## src/sv/emboss_shading_filter_assert.svh

```systemverilog
// Assertion macros used by the esf_ctrl RTL module
`ifndef EMBOSS_SHADING_FILTER_ASSERT_SVH
`define EMBOSS_SHADING_FILTER_ASSERT_SVH
`ifndef SYNTH
`define ESF_ASSERT_IMPL(name, ante, cons) \
    name: assert property (@(posedge clk) disable iff (!rst_n) (ante) |-> (cons)) \
        else $error("esf assertion failed");
`define ESF_ASSERT_NEXT(name, ante, cons) \
    name: assert property (@(posedge clk) disable iff (!rst_n) (ante) |=> (cons)) \
        else $error("esf assertion failed");
`else
`define ESF_ASSERT_IMPL(name, ante, cons)
`define ESF_ASSERT_NEXT(name, ante, cons)
`endif
`endif

```

## src/sv/esf_pkg.sv

```systemverilog
`timescale 1ns / 1ps
package esf_pkg;

    localparam int MAX_WIDTH_DEF = 2048;

    localparam int CFG_IW   = 3;
    localparam int CFG_DW   = 28;
    localparam int SAMPLE_W = 10;
    localparam int GRAD_W   = 13;
    localparam int PROD_W   = 30;
    localparam int SQR_W    = 26;
    localparam int DOT_W    = 33;
    localparam int SUM_W    = 26;
    localparam int DSQ_W    = 62;
    localparam int ACC_W    = 48;
    localparam int SHADE_W  = 8;

    typedef enum logic [CFG_IW-1:0] {
        REG_IMAGE_WIDTH  = 3'd0,
        REG_IMAGE_HEIGHT = 3'd1,
        REG_COLOR_MODE   = 3'd2,
        REG_LIGHT_X      = 3'd3,
        REG_LIGHT_Y      = 3'd4,
        REG_LIGHT_DOT_Z  = 3'd5,
        REG_NORMAL_Z_SQ  = 3'd6,
        REG_BACKGROUND   = 3'd7
    } reg_idx_t;

    typedef struct packed {
        logic [11:0]        image_width;
        logic [11:0]        image_height;
        logic               color_mode;
        logic signed [16:0] light_x;
        logic signed [16:0] light_y;
        logic signed [27:0] light_dot_z;
        logic [21:0]        normal_z_sq;
        logic signed [8:0]  background;
    } cfg_t;

    typedef struct packed {
        logic       req_type;
        logic [7:0] chan0;
        logic [7:0] chan1;
        logic [7:0] chan2;
    } req_t;

    typedef struct packed {
        logic [7:0] shade;
        logic       frame_end;
    } res_t;

    typedef struct packed {
        logic col_zero;
        logic col_one;
        logic clamp_top;
        logic clamp_bot;
        logic frame_end;
    } slot_t;

    typedef struct packed {
        logic       load_item;
        logic       mem_read;
        logic       slot_load;
        logic       mul1;
        logic       mul2;
        logic       square;
        logic       search_step;
        logic       out_load;
        logic [2:0] bit_idx;
        slot_t      slot;
    } cmd_t;

    typedef struct packed {
        logic out_busy;
    } stat_t;

endpackage

```

## src/sv/esf_ctrl.sv

```systemverilog
`timescale 1ns / 1ps
`include "emboss_shading_filter_assert.svh"
module esf_ctrl #(
    parameter int MAX_WIDTH = esf_pkg::MAX_WIDTH_DEF
) (
    input  logic                         clk,
    input  logic                         rst_n,
    input  esf_pkg::cfg_t                cfg,
    input  logic                         req_valid,
    input  logic                         req_type,
    output logic                         req_stall,
    output esf_pkg::cmd_t                cmd,
    output logic [$clog2(MAX_WIDTH)-1:0] addr,
    input  esf_pkg::stat_t               stat
);

    localparam int NW = $clog2(MAX_WIDTH + 2);
    localparam int XW = (NW > 12) ? NW : 12;
    localparam int AW = $clog2(MAX_WIDTH);

    typedef enum logic [9:0] {
        ST_IDLE   = 10'b0000000001,
        ST_NORM   = 10'b0000000010,
        ST_DECODE = 10'b0000000100,
        ST_READ   = 10'b0000001000,
        ST_LOAD   = 10'b0000010000,
        ST_MUL1   = 10'b0000100000,
        ST_MUL2   = 10'b0001000000,
        ST_SQUARE = 10'b0010000000,
        ST_SEARCH = 10'b0100000000,
        ST_EMIT   = 10'b1000000000
    } state_t;

    state_t         state_reg, state_next;
    logic [NW-1:0]  col_reg, col_next;
    logic [11:0]    row_reg, row_next;
    logic [NW-1:0]  pend_reg, pend_next;
    logic           drain_reg, drain_next;
    logic           emit_reg, emit_next;
    esf_pkg::slot_t slot_reg, slot_next;
    logic [AW-1:0]  addr_reg, addr_next;
    logic [2:0]     bit_reg, bit_next;

    logic [XW-1:0]  wx;
    logic [NW-1:0]  w_eff;
    logic [NW-1:0]  w_p1;
    logic [11:0]    h_eff;
    logic [12:0]    row_inc;
    logic [12:0]    row_t;
    logic [NW-1:0]  col_inc;
    logic [NW-1:0]  dc;
    logic [NW-1:0]  p0;
    logic           at_start;

    always_comb
    begin
        wx = XW'(cfg.image_width);
        if (wx < XW'(3))
        begin
            w_eff = NW'(3);
        end
        else if (wx > XW'(MAX_WIDTH))
        begin
            w_eff = NW'(MAX_WIDTH);
        end
        else
        begin
            w_eff = wx[NW-1:0];
        end
        w_p1  = w_eff + NW'(1);
        h_eff = (cfg.image_height < 12'd3) ? 12'd3 : cfg.image_height;
    end

    always_comb
    begin
        state_next = state_reg;
        col_next   = col_reg;
        row_next   = row_reg;
        pend_next  = pend_reg;
        drain_next = drain_reg;
        emit_next  = emit_reg;
        slot_next  = slot_reg;
        addr_next  = addr_reg;
        bit_next   = bit_reg;
        row_inc    = {1'b0, row_reg} + 13'd1;
        row_t      = {1'b0, row_reg};
        col_inc    = col_reg + NW'(1);
        dc         = w_p1 - pend_reg;
        at_start   = (row_reg == 12'd0) && (col_reg == '0);
        p0         = at_start ? '0 : pend_reg;

        unique case (state_reg)
            ST_IDLE:
            begin
                if (req_valid)
                begin
                    drain_next = req_type;
                    state_next = ST_NORM;
                end
            end
            ST_NORM:
            begin
                if (pend_reg > w_p1)
                begin
                    pend_next = w_p1;
                end
                if (col_reg >= w_eff)
                begin
                    col_next = '0;
                    row_t    = row_inc;
                end
                row_next   = (row_t >= {1'b0, h_eff}) ? 12'd0 : row_t[11:0];
                state_next = ST_DECODE;
            end
            ST_DECODE:
            begin
                slot_next.clamp_top = 1'b0;
                slot_next.clamp_bot = 1'b0;
                slot_next.frame_end = 1'b0;
                if (drain_reg)
                begin
                    if (!at_start || (pend_reg == '0))
                    begin
                        state_next = ST_IDLE;
                    end
                    else
                    begin
                        emit_next          = 1'b1;
                        pend_next          = pend_reg - NW'(1);
                        slot_next.col_zero = (pend_reg == NW'(1)) || (dc == '0);
                        slot_next.col_one  = (pend_reg != NW'(1)) && (dc == NW'(1));
                        slot_next.clamp_bot = (pend_reg != w_p1);
                        slot_next.frame_end = (pend_reg == NW'(1));
                        addr_next  = (pend_reg == NW'(1)) ? '0 : dc[AW-1:0];
                        state_next = ST_READ;
                    end
                end
                else
                begin
                    emit_next          = (p0 == w_p1);
                    pend_next          = (p0 == w_p1) ? p0 : p0 + NW'(1);
                    slot_next.col_zero = (col_reg == '0);
                    slot_next.col_one  = (col_reg == NW'(1));
                    slot_next.clamp_top = (col_reg == '0) ? (row_reg <= 12'd2)
                                                          : (row_reg <= 12'd1);
                    addr_next = col_reg[AW-1:0];
                    if (col_inc >= w_eff)
                    begin
                        col_next = '0;
                        row_next = (row_inc >= {1'b0, h_eff}) ? 12'd0 : row_inc[11:0];
                    end
                    else
                    begin
                        col_next = col_inc;
                    end
                    state_next = ST_READ;
                end
            end
            ST_READ:
            begin
                state_next = ST_LOAD;
            end
            ST_LOAD:
            begin
                state_next = emit_reg ? ST_MUL1 : ST_IDLE;
            end
            ST_MUL1:
            begin
                state_next = ST_MUL2;
            end
            ST_MUL2:
            begin
                state_next = ST_SQUARE;
            end
            ST_SQUARE:
            begin
                bit_next   = 3'd7;
                state_next = ST_SEARCH;
            end
            ST_SEARCH:
            begin
                if (bit_reg == 3'd0)
                begin
                    state_next = ST_EMIT;
                end
                else
                begin
                    bit_next = bit_reg - 3'd1;
                end
            end
            ST_EMIT:
            begin
                if (!stat.out_busy)
                begin
                    state_next = ST_IDLE;
                end
            end
            default:
            begin
                state_next = ST_IDLE;
            end
        endcase
    end

    always_ff @(posedge clk or negedge rst_n)
    begin
        if (!rst_n)
        begin
            state_reg <= ST_IDLE;
            col_reg   <= '0;
            row_reg   <= '0;
            pend_reg  <= '0;
            drain_reg <= 1'b0;
            emit_reg  <= 1'b0;
            slot_reg  <= '0;
            addr_reg  <= '0;
            bit_reg   <= '0;
        end
        else
        begin
            state_reg <= state_next;
            col_reg   <= col_next;
            row_reg   <= row_next;
            pend_reg  <= pend_next;
            drain_reg <= drain_next;
            emit_reg  <= emit_next;
            slot_reg  <= slot_next;
            addr_reg  <= addr_next;
            bit_reg   <= bit_next;
        end
    end

    always_comb
    begin
        req_stall       = (state_reg != ST_IDLE);
        cmd.load_item   = (state_reg == ST_IDLE) && req_valid;
        cmd.mem_read    = (state_reg == ST_READ);
        cmd.slot_load   = (state_reg == ST_LOAD);
        cmd.mul1        = (state_reg == ST_MUL1);
        cmd.mul2        = (state_reg == ST_MUL2);
        cmd.square      = (state_reg == ST_SQUARE);
        cmd.search_step = (state_reg == ST_SEARCH);
        cmd.out_load    = (state_reg == ST_EMIT) && !stat.out_busy;
        cmd.bit_idx     = bit_reg;
        cmd.slot        = slot_reg;
        addr            = addr_reg;
    end

    `ESF_ASSERT_IMPL(a_pend_bound, 1'b1, pend_reg <= NW'(MAX_WIDTH + 1))
    `ESF_ASSERT_NEXT(a_accept_norm, req_valid && !req_stall, state_reg == ST_NORM)
    `ESF_ASSERT_NEXT(a_search_done, state_reg == ST_SEARCH && bit_reg == 3'd0, state_reg == ST_EMIT)
    `ESF_ASSERT_IMPL(a_col_in_line, state_reg == ST_READ, col_reg < w_eff)

endmodule

```

## config.mk

```make
export PLATFORM = sky130hd
export DESIGN_NAME = esf_ctrl
export DESIGN_NICKNAME = d
export VERILOG_FILES = /design/src/sv/esf_pkg.sv /design/src/sv/esf_ctrl.sv
export VERILOG_INCLUDE_DIRS = /design/src /design/src/sv
export SDC_FILE = /design/constraint.sdc
export NUM_CORES = 1
export LEC_CHECK = 0
export ABC_AREA = 1
export BUFFER_PORTS_ARGS = -buffer_cell sky130_fd_sc_hd__buf_2
export CAP_MARGIN = 20
export CELL_PAD_IN_SITES_DETAIL_PLACEMENT = 0
export CELL_PAD_IN_SITES_GLOBAL_PLACEMENT = 1
export CORE_ASPECT_RATIO = 0.8
export CORE_MARGIN = 2
export CORE_UTILIZATION = 43
export CTS_CLUSTER_DIAMETER = 50
export DETAILED_ROUTE_END_ITERATION = 8
export PLACE_DENSITY = 0.84
export SLEW_MARGIN = 20
export SYNTH_ARGS = -nofsm -noshare
export SYNTH_HDL_FRONTEND = slang
export SYNTH_SLANG_ARGS = --single-unit
```

## constraint.sdc

```tcl
create_clock -name clk -period 10.6 [get_ports clk]
set_clock_uncertainty 0.2 [all_clocks]
set_input_delay 2.65 -clock clk [delete_from_list [all_inputs] [get_ports clk]]
set_output_delay 2.65 -clock clk [all_outputs]
set_load 0.005 [all_outputs]
```

# == Word-level counts from Yosys, hierarchy flattened ==
# Index checks and enable logic that the tools add are counted.
# word_totals
register_bits,67
output_inout_bits,28
inputBits,123
# op_classes
reduce_logical,22
n_eq_ne,27
magnitude_cmp,10
addsub,7
muxes,40
# op_table
op,count
12-bit 2-to-1 mux,15
10-bit one-hot mux with 10 select lines,1
12-bit one-hot mux with 2 select lines,3
12-bit logical NOT,4
10-bit 2-to-1 mux,4
"12-bit by 1-bit adder with 12-bit output, second input constant",3
"12-bit by 1-bit equality test with 1-bit output, second input constant",3
11-bit 2-to-1 mux,3
13-bit by 12-bit greater-or-equal comparator with 1-bit output,2
13-bit 2-to-1 mux,2
12-bit greater-or-equal comparator,2
"12-bit by 2-bit less-than comparator with 1-bit output, second input constant",2
"2-bit inequality test, second input constant",8
"12-bit by 1-bit adder with 13-bit output, second input constant",1
12-bit equality test,1
12-bit greater-than comparator,1
"12-bit greater-than comparator, second input constant",1
"12-bit by 1-bit <= comparator with 1-bit output, second input constant",1
"12-bit by 2-bit <= comparator with 1-bit output, second input constant",1
"12-bit by 1-bit inequality test with 1-bit output, second input constant",1
12-bit inequality test,1
3-bit AND reduction,4
"12-bit by 1-bit subtractor with 12-bit output, second input constant",1
12-bit subtractor,1
26 further kinds,40

# == Logic depth before layout (Yosys ltp) ==
# Gate-level depths: netlist of the first run.
# logic_depth
depth_word,9
depth_mapped,28
depth_no_buf,27

# == Worst setup path before layout of the first run ==
# No wires, ideal clock.
# synth_path
kind,input -> register
start,input port cfg[108] in the netlist's numbering
end,register row_reg[10]
path_slack_ps,4257
path_buffers,3
cell_stages,27
setup_time_ps,87
arrival_ps,6055
path_cell_list,or2_4 > nor2_4 > nand2_4 > nand2_8 > buf_12 > nand2_1 > ha_1 > nand2_1 > nor2_1 > nand3_1 > nand3_1 > clkbuf_1 > nand2_1 > o21ai_0 > ha_1 > nand2_1 > inv_1 > nand2_1 > o221ai_1 > nand2_1 > nand4_1 > nand3_1 > nand2_1 > a21oi_1 > clkbuf_1 > nand3_1 > a22oi_1
# synth_via
elab_chain_len,9
elab_cells_between_ends,13
# synth_rtl
item,line_no,rtl
"start, declared",esf_ctrl.sv:8,"input esf_pkg::cfg_t cfg,"
12-bit greater-than comparator,esf_ctrl.sv:62,else if (wx > XW'(MAX_WIDTH))
12-bit 2-to-1 mux,esf_ctrl.sv:62,
12-bit 2-to-1 mux (*),esf_ctrl.sv:58,if (wx < XW'(3))
12-bit greater-or-equal comparator,esf_ctrl.sv:107,if (col_reg >= w_eff)
13-bit 2-to-1 mux,esf_ctrl.sv:107,
13-bit 2-to-1 mux,esf_ctrl.sv:92,unique case (state_reg)
13-bit by 12-bit greater-or-equal comparator with 1-bit output,esf_ctrl.sv:112,"row_next = (row_t >= {1'b0, h_eff}) ? 12'd0 : row_t[11:0];"
12-bit 2-to-1 mux,esf_ctrl.sv:112,
12-bit one-hot mux with 2 select lines,esf_ctrl.sv:92,
"end signal, assigned",esf_ctrl.sv:223,row_reg <= row_next;
"end, declared",esf_ctrl.sv:36,"logic [11:0] row_reg, row_next;"
# Every way passes the cells marked *; elsewhere a longest branch is shown, timed or not. The select of a mux whose other input is x is not followed.
# A chain may end at the register's enable or synchronous reset.

# == Worst setup path after layout of the first run ==
# layout_path
start,input port cfg[108] in the netlist's numbering
end,register row_reg[5]
# Same word-level chain as after synthesis.

==> results of run 1 <==
==> power groups by stage <==
stage	Sequential, mW	Clock [mW]	Combinational, mW
2_1_floorplan	0.442	0	1.01
4_1_cts	0.475	0.335	1.34
6_report	0.477	0.331	1.36
3_3_place_gp	0.478	0	1.32
5_1_grt	0.495	0.348	1.57
3_5_place_dp	0.478	0	1.33
==> worst max-delay path, cell delays in order <==
cell and delay (ns):
buf_2 0.14, or2_4 0.26, nor2_4 0.12, nand2_4 0.07, nand2_8 0.14, nand2_1 0.17, ha_1 0.35, nand2_1 0.06
nor2_1 0.19, nand3_1 0.11, nand3_1 0.49, clkinv_1 0.45, o21ai_0 0.37, ha_1 0.29, nand2_1 0.10, nor2_1 0.06
nand4_1 0.09, nand4_1 0.12, nand3_1 0.09, nand2_1 0.07, a21oi_2 0.57, nand3_1 0.13, a22oi_1 0.21
==> cells in the mapped netlist, types with 3 or more instances <==
cell and number:
nor2_4 7, a21oi_1 59, clkbuf_1 12, nor3_1 21
nor4_1 9, o221ai_1 5, inv_1 165, nor2_1 95
clkinv_1 5, o22ai_1 11, o21a_1 4, nand3_1 94
o211ai_1 5, nand2_2 13, xor2_1 32, a22oi_1 16
nand3_2 6, nand2_1 199, ha_1 73, o21ai_0 48
a31oi_1 4, inv_2 4, nor2_2 3, dfrtp_1 66
a221oi_1 7, o31ai_1 3, xnor2_1 5, nand4_1 29
==> cell type report <==
| cell class | count | area (µm²) | share of cell area |
|---|---|---|---|
| multi-input cells | 774 | 4596 | 0.5873 |
| repair buffers | 59 | 302.8 | 0.03870 |
| clock inverters | 6 | 87.58 | 0.01119 |
| inverters | 174 | 653.1 | 0.08347 |
| clock buffers | 10 | 239.0 | 0.03054 |
| well taps | 215 | 269.0 | 0.03438 |
| flip-flops and latches | 67 | 1678 | 0.2144 |
==> cells by family (layout without fill, tap and decap cells) <==
| group | after synthesis | in the layout | synth area share |
|---|---|---|---|
| compound gates | 176 | 176 | 0.1510 |
| xor+xnor | 37 | 37 | 0.04623 |
| fa+ha+maj | 74 | 74 | 0.1332 |
| buf+inv | 190 | 249 | 0.1055 |
| flops | 67 | 67 | 0.2394 |
| simple gates | 487 | 487 | 0.3247 |
==> routing by layer <==
metal  share of wire  routed length [µm]  track usage  vias up
met4          0.0082                 162      0.04126        0
met1            0.51               10170       0.3498     3178
met5               0                   0            0        -
li1                -                   -            -     3562
met3           0.067                1331      0.05135       15
met2            0.41                8207       0.3542      206
==> through the flow <==
stage / cell area, µm² / total power [mW] / utilization
global placement: 7495 / 1.794 / 0.4728
floorplan: 7009 / 1.452 / -
global route: 7825 / 2.409 / 0.4936
detailed placement: 7495 / 1.810 / 0.4728
finish: 7825 / 2.163 / 0.4936
CTS: 7821 / 2.151 / 0.4934
==> path summary, 6_finish.rpt <==
kind                       startpoint    endpoint  slack [ns]  cells past startpoint
max reg2reg                col_reg[0]  row_reg[5]        6.12                     18
min reg2reg                   addr[3]     addr[3]        0.28                      2
min in group asynchronous       rst_n  row_reg[7]        2.31                      2
max                          cfg[108]  row_reg[5]        3.36                     23
max in group asynchronous       rst_n      cmd[3]        7.31                      2
min                           addr[3]     addr[3]        0.28                      2
==> impl_metrics.json, run 1 <==
{
  "status": "completed",
  "syn_nets": 1228,
  "portBuffers": 56,
  "ys_async_sr_fraction": 1.000,
  "setup-tns-final_ns": 0,
  "drt-wirelength-per-cell_um": 15.23,
  "dp_cells": 1289,
  "ctsLongestPathBuffers": 2,
  "p_seq_frac": 0.220,
  "cts_setup_buffers": 0,
  "rows": 41,
  "grt_pass1_wl_mm": 33.11,
  "die_h_um": 118.2,
  "hpwl_mm": 15.66,
  "drt_drc_violations_left": 0,
  "layout_commonest_cell": "nand2_1",
  "syn-cell-area_mm2": 0.007009,
  "hold_viol": 0,
  "intPower_mw": 1.051,
  "hold_class": "reg -> reg",
  "dp_slack_ns": 2.739,
  "drt_iter0_drc": 524,
  "finalMaxSlewViolations": 0,
  "cts_root_buffer": "clkbuf_16",
  "finalSetupViolCount": 0,
  "gp_congestion": 0.9270,
  "worst_slew_pin_slew_ns": 0.9937,
  "synth_ff_type": "dfrtp_1",
  "ys_top_cells_by_area": "dfrtp_1 (24%), ha_1 (13%), nand2_1 (11%)",
  "die_area_mm2": 0.01734,
  "power.density_mw_per_mm2": 276.5,
  "ys_types": 54,
  "n_fill_cell": 1653,
  "grt_pass1_vias": 6547,
  "first_pass_iters": 5,
  "final_cell_mix": "nand2_1 (199), inv_1 (165), nor2_1 (95)",
  "synth-seq-cells": 67,
  "comb_power_share": 0.627,
  "worst_slack_ns": 3.356,
  "vias": 6961,
  "final_antenna_net_count": 0,
  "rsz0062_at_grt": "no",
  "synth.avg_cell_area_um2": 6.798,
  "antenna_found_initial": 0,
  "synth.yosys.seq_area_share": 0.2394,
  "area_delta_synth_final_pct": 11.64,
  "core-area_mm2": 0.01585,
  "swShare": 0.5143,
  "grt.overflow.total": 0,
  "yosysTopAreaCell": "dfrtp_1",
  "layout-drive-gt1-share": 0.1110,
  "maxCapViolations": 0,
  "ios": 151,
  "p_leak_nw": 4.078,
  "power_frac_clock": 0.153,
  "path_max_fanout": 17,
  "cts_hold_buffers": 0,
  "grt_usage": 0.2357,
  "end_kind": "flip-flop",
  "hold_ws_ns": 0.2794,
  "switchingPower_mw": 1.113,
  "peakVddDrop_mv": 0.1275,
  "routed_wl_mm": 19.87,
  "layoutNonFillerInstCount": 1305,
  "antenna_cells": 0,
  "clk_pin_slew_ns": 0.06,
  "via_per_inst": 5.334,
  "ys_warn_count": 0,
  "grt_max_degree": 68,
  "cts_max_level": 3,
  "required_ns": 10.65,
  "critical_path_class": "in -> reg",
  "cts_tree": "built",
  "synth_edf_count": 0,
  "cts.sinks": 67,
  "initial_core_util": 0.4422,
  "die_x_um": 146.7,
  "syn_inst": 1031,
  "min_period_over_period": 0.6834,
  "yosysTopAreaCellShare": 0.2356,
  "finalCriticalPeriod_ns": 7.244,
  "fmax_mhz": 138.0,
  "post_cts_resized": 0,
  "numCtsBuffers": 9,
  "clock_latency_ns": 0.35,
  "crit_arrival_ns": 7.30,
  "cp-start-kind": "primary input",
  "fin_nets": 1282,
  "relSlewSlack": 0.3351
}
No activity file was read; power rests on OpenSTA's default activity.
==> inputs of run 2 (changes only) <==
Settings changed: CORE_UTILIZATION 43 to 40, PLACE_DENSITY 0.84 to 0.79.
Clock period 10.6 ns to 7.6 ns, I/O delays scaled along.
==> run 2 against run 1 <==
Against the previous run: register-to-register slack got worse by 3.1 ns; setup slack got worse by 1.7 ns; first-iteration DRC count is 1.7% higher; combinational power rose by 40%; die area rose by 7.3%; global-route usage shrank 1.2 points; wire length grew 0.63%; clock power increased by 47%; via count decreased by 1.8%; largest power group unchanged.
==> impl_metrics.json, run 2 (same netlist as run 1, synthesis figures left out) <==
{
  "status": "completed",
  "finalSetupViolCount": 0,
  "path_max_fanout": 19,
  "grt_usage": 0.2238,
  "worst_slew_pin_slew_ns": 0.9608,
  "cts_hold_buffers": 0,
  "hpwl_mm": 15.85,
  "layout-drive-gt1-share": 0.1108,
  "final_antenna_net_count": 0,
  "hold_viol": 0,
  "min_period_over_period": 0.7769,
  "die_area_mm2": 0.01860,
  "fmax_mhz": 169.4,
  "relSlewSlack": 0.3571,
  "cts_root_buffer": "clkbuf_16",
  "setup-tns-final_ns": 0,
  "vias": 6834,
  "cts_setup_buffers": 0,
  "crit_arrival_ns": 5.94,
  "hold_class": "reg -> reg",
  "first_pass_iters": 5,
  "portBuffers": 56,
  "cts.sinks": 67,
  "layoutNonFillerInstCount": 1317,
  "finalMaxSlewViolations": 0,
  "rsz0062_at_grt": "no",
  "finalCriticalPeriod_ns": 5.905,
  "via_per_inst": 5.189,
  "power.density_mw_per_mm2": 387.6,
  "layout_commonest_cell": "nand2_1",
  "ctsLongestPathBuffers": 2,
  "grt.overflow.total": 0,
  "grt_pass1_wl_mm": 33.67,
  "antenna_found_initial": 0,
  "numCtsBuffers": 9,
  "clock_latency_ns": 0.35,
  "maxCapViolations": 0,
  "p_leak_nw": 4.088,
  "grt_max_degree": 68,
  "power_mw": 3.048,
  "required_ns": 7.63,
  "cts_tree": "built",
  "critical_path_class": "in -> reg",
  "clk_pin_slew_ns": 0.06,
  "core-area_mm2": 0.01727,
  "drt-wirelength-per-cell_um": 15.18,
  "cp-start-kind": "primary input",
  "worst_slack_ns": 1.695,
  "dp_slack_ns": 1.389,
  "hold_ws_ns": 0.2810,
  "initial_core_util": 0.4059,
  "post_cts_resized": 0,
  "cts_max_level": 3,
  "dp_cells": 1301,
  "drt_iter0_drc": 533,
  "die_x_um": 152,
  "end_kind": "flip-flop",
  "rows": 43,
  "ios": 151,
  "peakVddDrop_mv": 0.1952,
  "final_cell_mix": "nand2_1 (199), inv_1 (165), nor2_1 (95)",
  "die_h_um": 122.4,
  "routed_wl_mm": 20.00,
  "grt_pass1_vias": 6452,
  "gp_congestion": 0.8890,
  "fin_nets": 1284,
  "area_delta_synth_final_pct": 12.17,
  "drt_drc_violations_left": 0,
  "antenna_cells": 0
}
==> run 2: cell types whose count changed in the layout (fill, tap and decap cells not counted) <==
| cell | previous run | this run |
|---|---|---|
| clkbuf_1 | 0 | 1 |
| a21oi_1 | 58 | 59 |
| clkinv_2 | 2 | 1 |
| clkinv_4 | 1 | 0 |
| a21oi_2 | 2 | 1 |
| clkbuf_8 | 1 | 0 |
| clkinvlp_4 | 0 | 1 |
| buf_4 | 3 | 5 |
| bufinv_16 | 2 | 3 |
==> run 2: where the power goes <==
part           switching [mW]  internal, mW  total, mW
Clock                   0.167         0.321      0.488
Combinational            1.21         0.683       1.90
Sequential              0.162         0.499      0.661
==> run 2: final timing paths <==
path	start	endpoint	slack, ns	cells after the start
setup / recovery	cfg[108]	pend_reg[5]	1.70	28
hold / removal	addr[1]	addr[1]	0.28	2
setup reg to reg	state_reg[4]	col_reg[5]	3.03	12
hold reg to reg	addr[1]	addr[1]	0.28	2
max in group asynchronous	rst_n	addr[9]	5.04	2
min in group asynchronous	rst_n	row_reg[7]	1.57	2
==> run 2: per-stage QoR <==
stage | area (µm²) | utilization
finish | 7863 | 0.4553
global route | 7863 | 0.4553
CTS | 7863 | 0.4553
detailed placement | 7522 | 0.4356
global placement | 7522 | 0.4356
floorplan | 7009 | -
==> run 2: area by class of cell <==
| type | count | area (µm²) |
|---|---|---|
| clock buffer | 10 | 229.0 |
| multi-input combinational | 774 | 4592 |
| sequential | 67 | 1678 |
| timing repair buffer | 61 | 317.8 |
| fill | 1824 | 9408 |
| tap | 225 | 281.5 |
| clock inverter | 6 | 111.4 |
| inverter | 174 | 653.1 |
==> run 2: metal layers <==
| layer | routed length, µm | track usage | vias up |
|---|---|---|---|
| met1 | 10700 | 0.3429 | 3125 |
| met3 | 974 | 0.03672 | 11 |
| li1 | - | - | 3575 |
| met2 | 8189 | 0.3376 | 123 |
| met5 | 0 | 0 | - |
| met4 | 139 | 0.02979 | 0 |
==> run 2: worst max-delay path: stages <==
cell      delay [ns]
buf_2           0.14
or2_4           0.27
nor2_4          0.12
nand2_4         0.07
nand2_8         0.14
nand2_1         0.07
nand2_1         0.19
ha_1            0.22
inv_1           0.07
nor2_1          0.15
inv_1           0.10
nor2_4          0.18
nand2_1         0.07
nand3_1         0.09
nand2_1         0.15
ha_1            0.40
nand2_1         0.09
nor3_1          0.20
inv_1           0.10
o211ai_1        0.30
nand2_1         0.08
nand2_1         0.06
buf_4           0.24
inv_1           0.15
o21ai_0         0.16
inv_1           0.08
nand2_1         0.08
nand2_1         0.05
==> inputs of run 3 (changes only) <==
Settings changed: CORE_UTILIZATION 40 to 36, PLACE_DENSITY 0.79 to 0.75.
Clock period 7.6 ns to 5.1 ns, I/O delays scaled along.
==> run 3 against run 2 <==
Against the previous run: critical path depth is 1 lower; first-iteration DRC count is 3.9% higher; design area is 7.5% higher; die area is 11% higher; sequential cell count stayed put; sequential power is 47% higher; hold slack worse by 0.0021 ns; sequential share of layout area is 1.5 points lower; combinational power is 66% higher; critical endpoint is now pend_reg[3]; largest cell class unchanged.
==> impl_metrics.json, run 3 (same netlist as run 1, synthesis figures left out) <==
{
  "status": "completed",
  "grt_max_degree": 45,
  "drt-met1-wl_mm": 10.65,
  "grt_usage": 0.2086,
  "dp_slack_ns": -0.07005,
  "fin_nets": 1350,
  "finalSetupViolCount": 0,
  "core-area_mm2": 0.01903,
  "peakVddDrop_mv": 0.2241,
  "numCtsBuffers": 9,
  "cp-start-kind": "primary input",
  "clock_latency_ns": 0.35,
  "maxCapViolations": 0,
  "drt_iter0_drc": 554,
  "worst_slack_ns": 0.3454,
  "dr.max_layer_used": "met4",
  "layout_commonest_cell": "nand2_1",
  "routed-wl-met3_mm": 1.099,
  "cts_hold_buffers": 0,
  "die_area_mm2": 0.02061,
  "critical_path_class": "in -> reg",
  "via_per_inst": 5.036,
  "rsz0062_at_grt": "no",
  "antenna_cells": 0,
  "cts_root_buffer": "clkbuf_16",
  "end_kind": "flip-flop",
  "routed-wl-met2_mm": 9.012,
  "portBuffers": 56,
  "final_cell_mix": "nand2_1 (199), inv_1 (165), nor2_1 (95)",
  "antenna_found_initial": 0,
  "power.density_mw_per_mm2": 579.2,
  "hpwl_mm": 16.98,
  "ff2ff_path_depth": 19,
  "power_frac_clock": 0.159,
  "comb_power_share": 0.643,
  "drt_drc_violations_left": 0,
  "intPower_mw": 2.515,
  "p_leak_nw": 4.424,
  "finalCriticalPeriod_ns": 4.755,
  "die_x_um": 160.0,
  "worst_slew_pin_slew_ns": 0.6383,
  "grt_pass1_vias": 6742,
  "relSlewSlack": 0.5729,
  "gp_congestion": 0.8796,
  "power_mw": 4.897,
  "crit_arrival_ns": 4.79,
  "final_antenna_net_count": 0,
  "drt-wirelength-per-cell_um": 14.76,
  "grt_pass1_wl_mm": 34.53,
  "finalMaxSlewViolations": 0,
  "rrSetupSlack_ns": 1.51,
  "layout-drive-gt1-share": 0.1632,
  "grt.overflow.total": 0,
  "min_period_over_period": 0.9323,
  "hold_ws_ns": 0.2789,
  "first_pass_iters": 5,
  "initial_core_util": 0.3683,
  "area_delta_synth_final_pct": 20.62,
  "cts_max_level": 3,
  "rows": 45,
  "vias": 7131,
  "hold_class": "reg -> reg",
  "hold_viol": 0,
  "min_path_cells": 2,
  "required_ns": 5.14,
  "switchingPower_mw": 2.382,
  "routed_wl_mm": 20.91,
  "clk_pin_slew_ns": 0.06,
  "p_seq_frac": 0.199,
  "fmax_mhz": 210.3,
  "final_util": 0.4442,
  "cts.sinks": 67,
  "layoutNonFillerInstCount": 1416,
  "ctsLongestPathBuffers": 2,
  "dp_cells": 1399,
  "swShare": 0.4864,
  "die_h_um": 128.8,
  "ios": 151,
  "path_max_fanout": 13,
  "cts_tree": "built"
}
[run 3: routing by layer]
| layer | global-route usage | vias up |
|---|---|---|
| met5 | 0 | - |
| met4 | 0.03816 | 0 |
| met3 | 0.03997 | 13 |
| met2 | 0.3303 | 153 |
| met1 | 0.2996 | 3257 |
| li1 | - | 3708 |
[run 3: worst max-delay path, stage by stage]
cell and delay (ns):
buf_2 0.11, or2_4 0.26, nor2_4 0.12, nand2_4 0.07
nand2_8 0.11, nand2_1 0.06, nand2_1 0.09, ha_1 0.17
inv_1 0.05, nor2_1 0.13, inv_1 0.10, nor2_4 0.16
nand2_1 0.06, nand3_1 0.10, nand2_1 0.09, ha_1 0.33
nand2_1 0.08, nor3_1 0.23, inv_1 0.11, o211ai_1 0.31
nand2_1 0.08, nand2_1 0.16, inv_1 0.14, o21ai_0 0.17
inv_1 0.08, nand2_1 0.07, nand2_1 0.04
[run 3: power by group through the flow]
stage          Combinational, mW  Clock, mW  Sequential, mW
2_1_floorplan               2.10          0           0.920
3_3_place_gp                3.06          0           0.975
3_5_place_dp                3.09          0           0.978
4_1_cts                     3.12      0.790           0.970
5_1_grt                     3.58      0.808            1.00
6_report                    3.15      0.776           0.973
[run 3: worst paths after layout]
kind                                  from      endpoint
worst max-delay path              cfg[108]   pend_reg[3]
worst min-delay path               addr[1]       addr[1]
worst max register to register  col_reg[7]    row_reg[2]
worst min register to register     addr[1]       addr[1]
max in group asynchronous            rst_n  state_reg[0]
min in group asynchronous            rst_n    row_reg[6]
[run 3: per-stage QoR]
step	area [µm²]	setup TNS (ns)
2_1_floorplan	7009	0
3_3_place_gp	8064	-0.06501
3_5_place_dp	8064	-0.5254
4_1_cts	8431	0
5_1_grt	8454	0
6_report	8454	0
[run 3: area by class of cell]
| cell class | count | area [µm²] |
|---|---|---|
| Tap cell | 258 | 322.8 |
| Clock buffer | 10 | 229.0 |
| Sequential cell | 67 | 1678 |
| Fill cell | 2050 | 10580 |
| Clock inverter | 6 | 137.6 |
| Multi-Input combinational cell | 774 | 4606 |
| Timing Repair Buffer | 127 | 828.3 |
| Inverter | 174 | 653.1 |
[run 3: repair_timing]
action	CTS	global route
gates resized for setup	0	7
buffers inserted	0	1
endpoints found under the setup margin	0	16
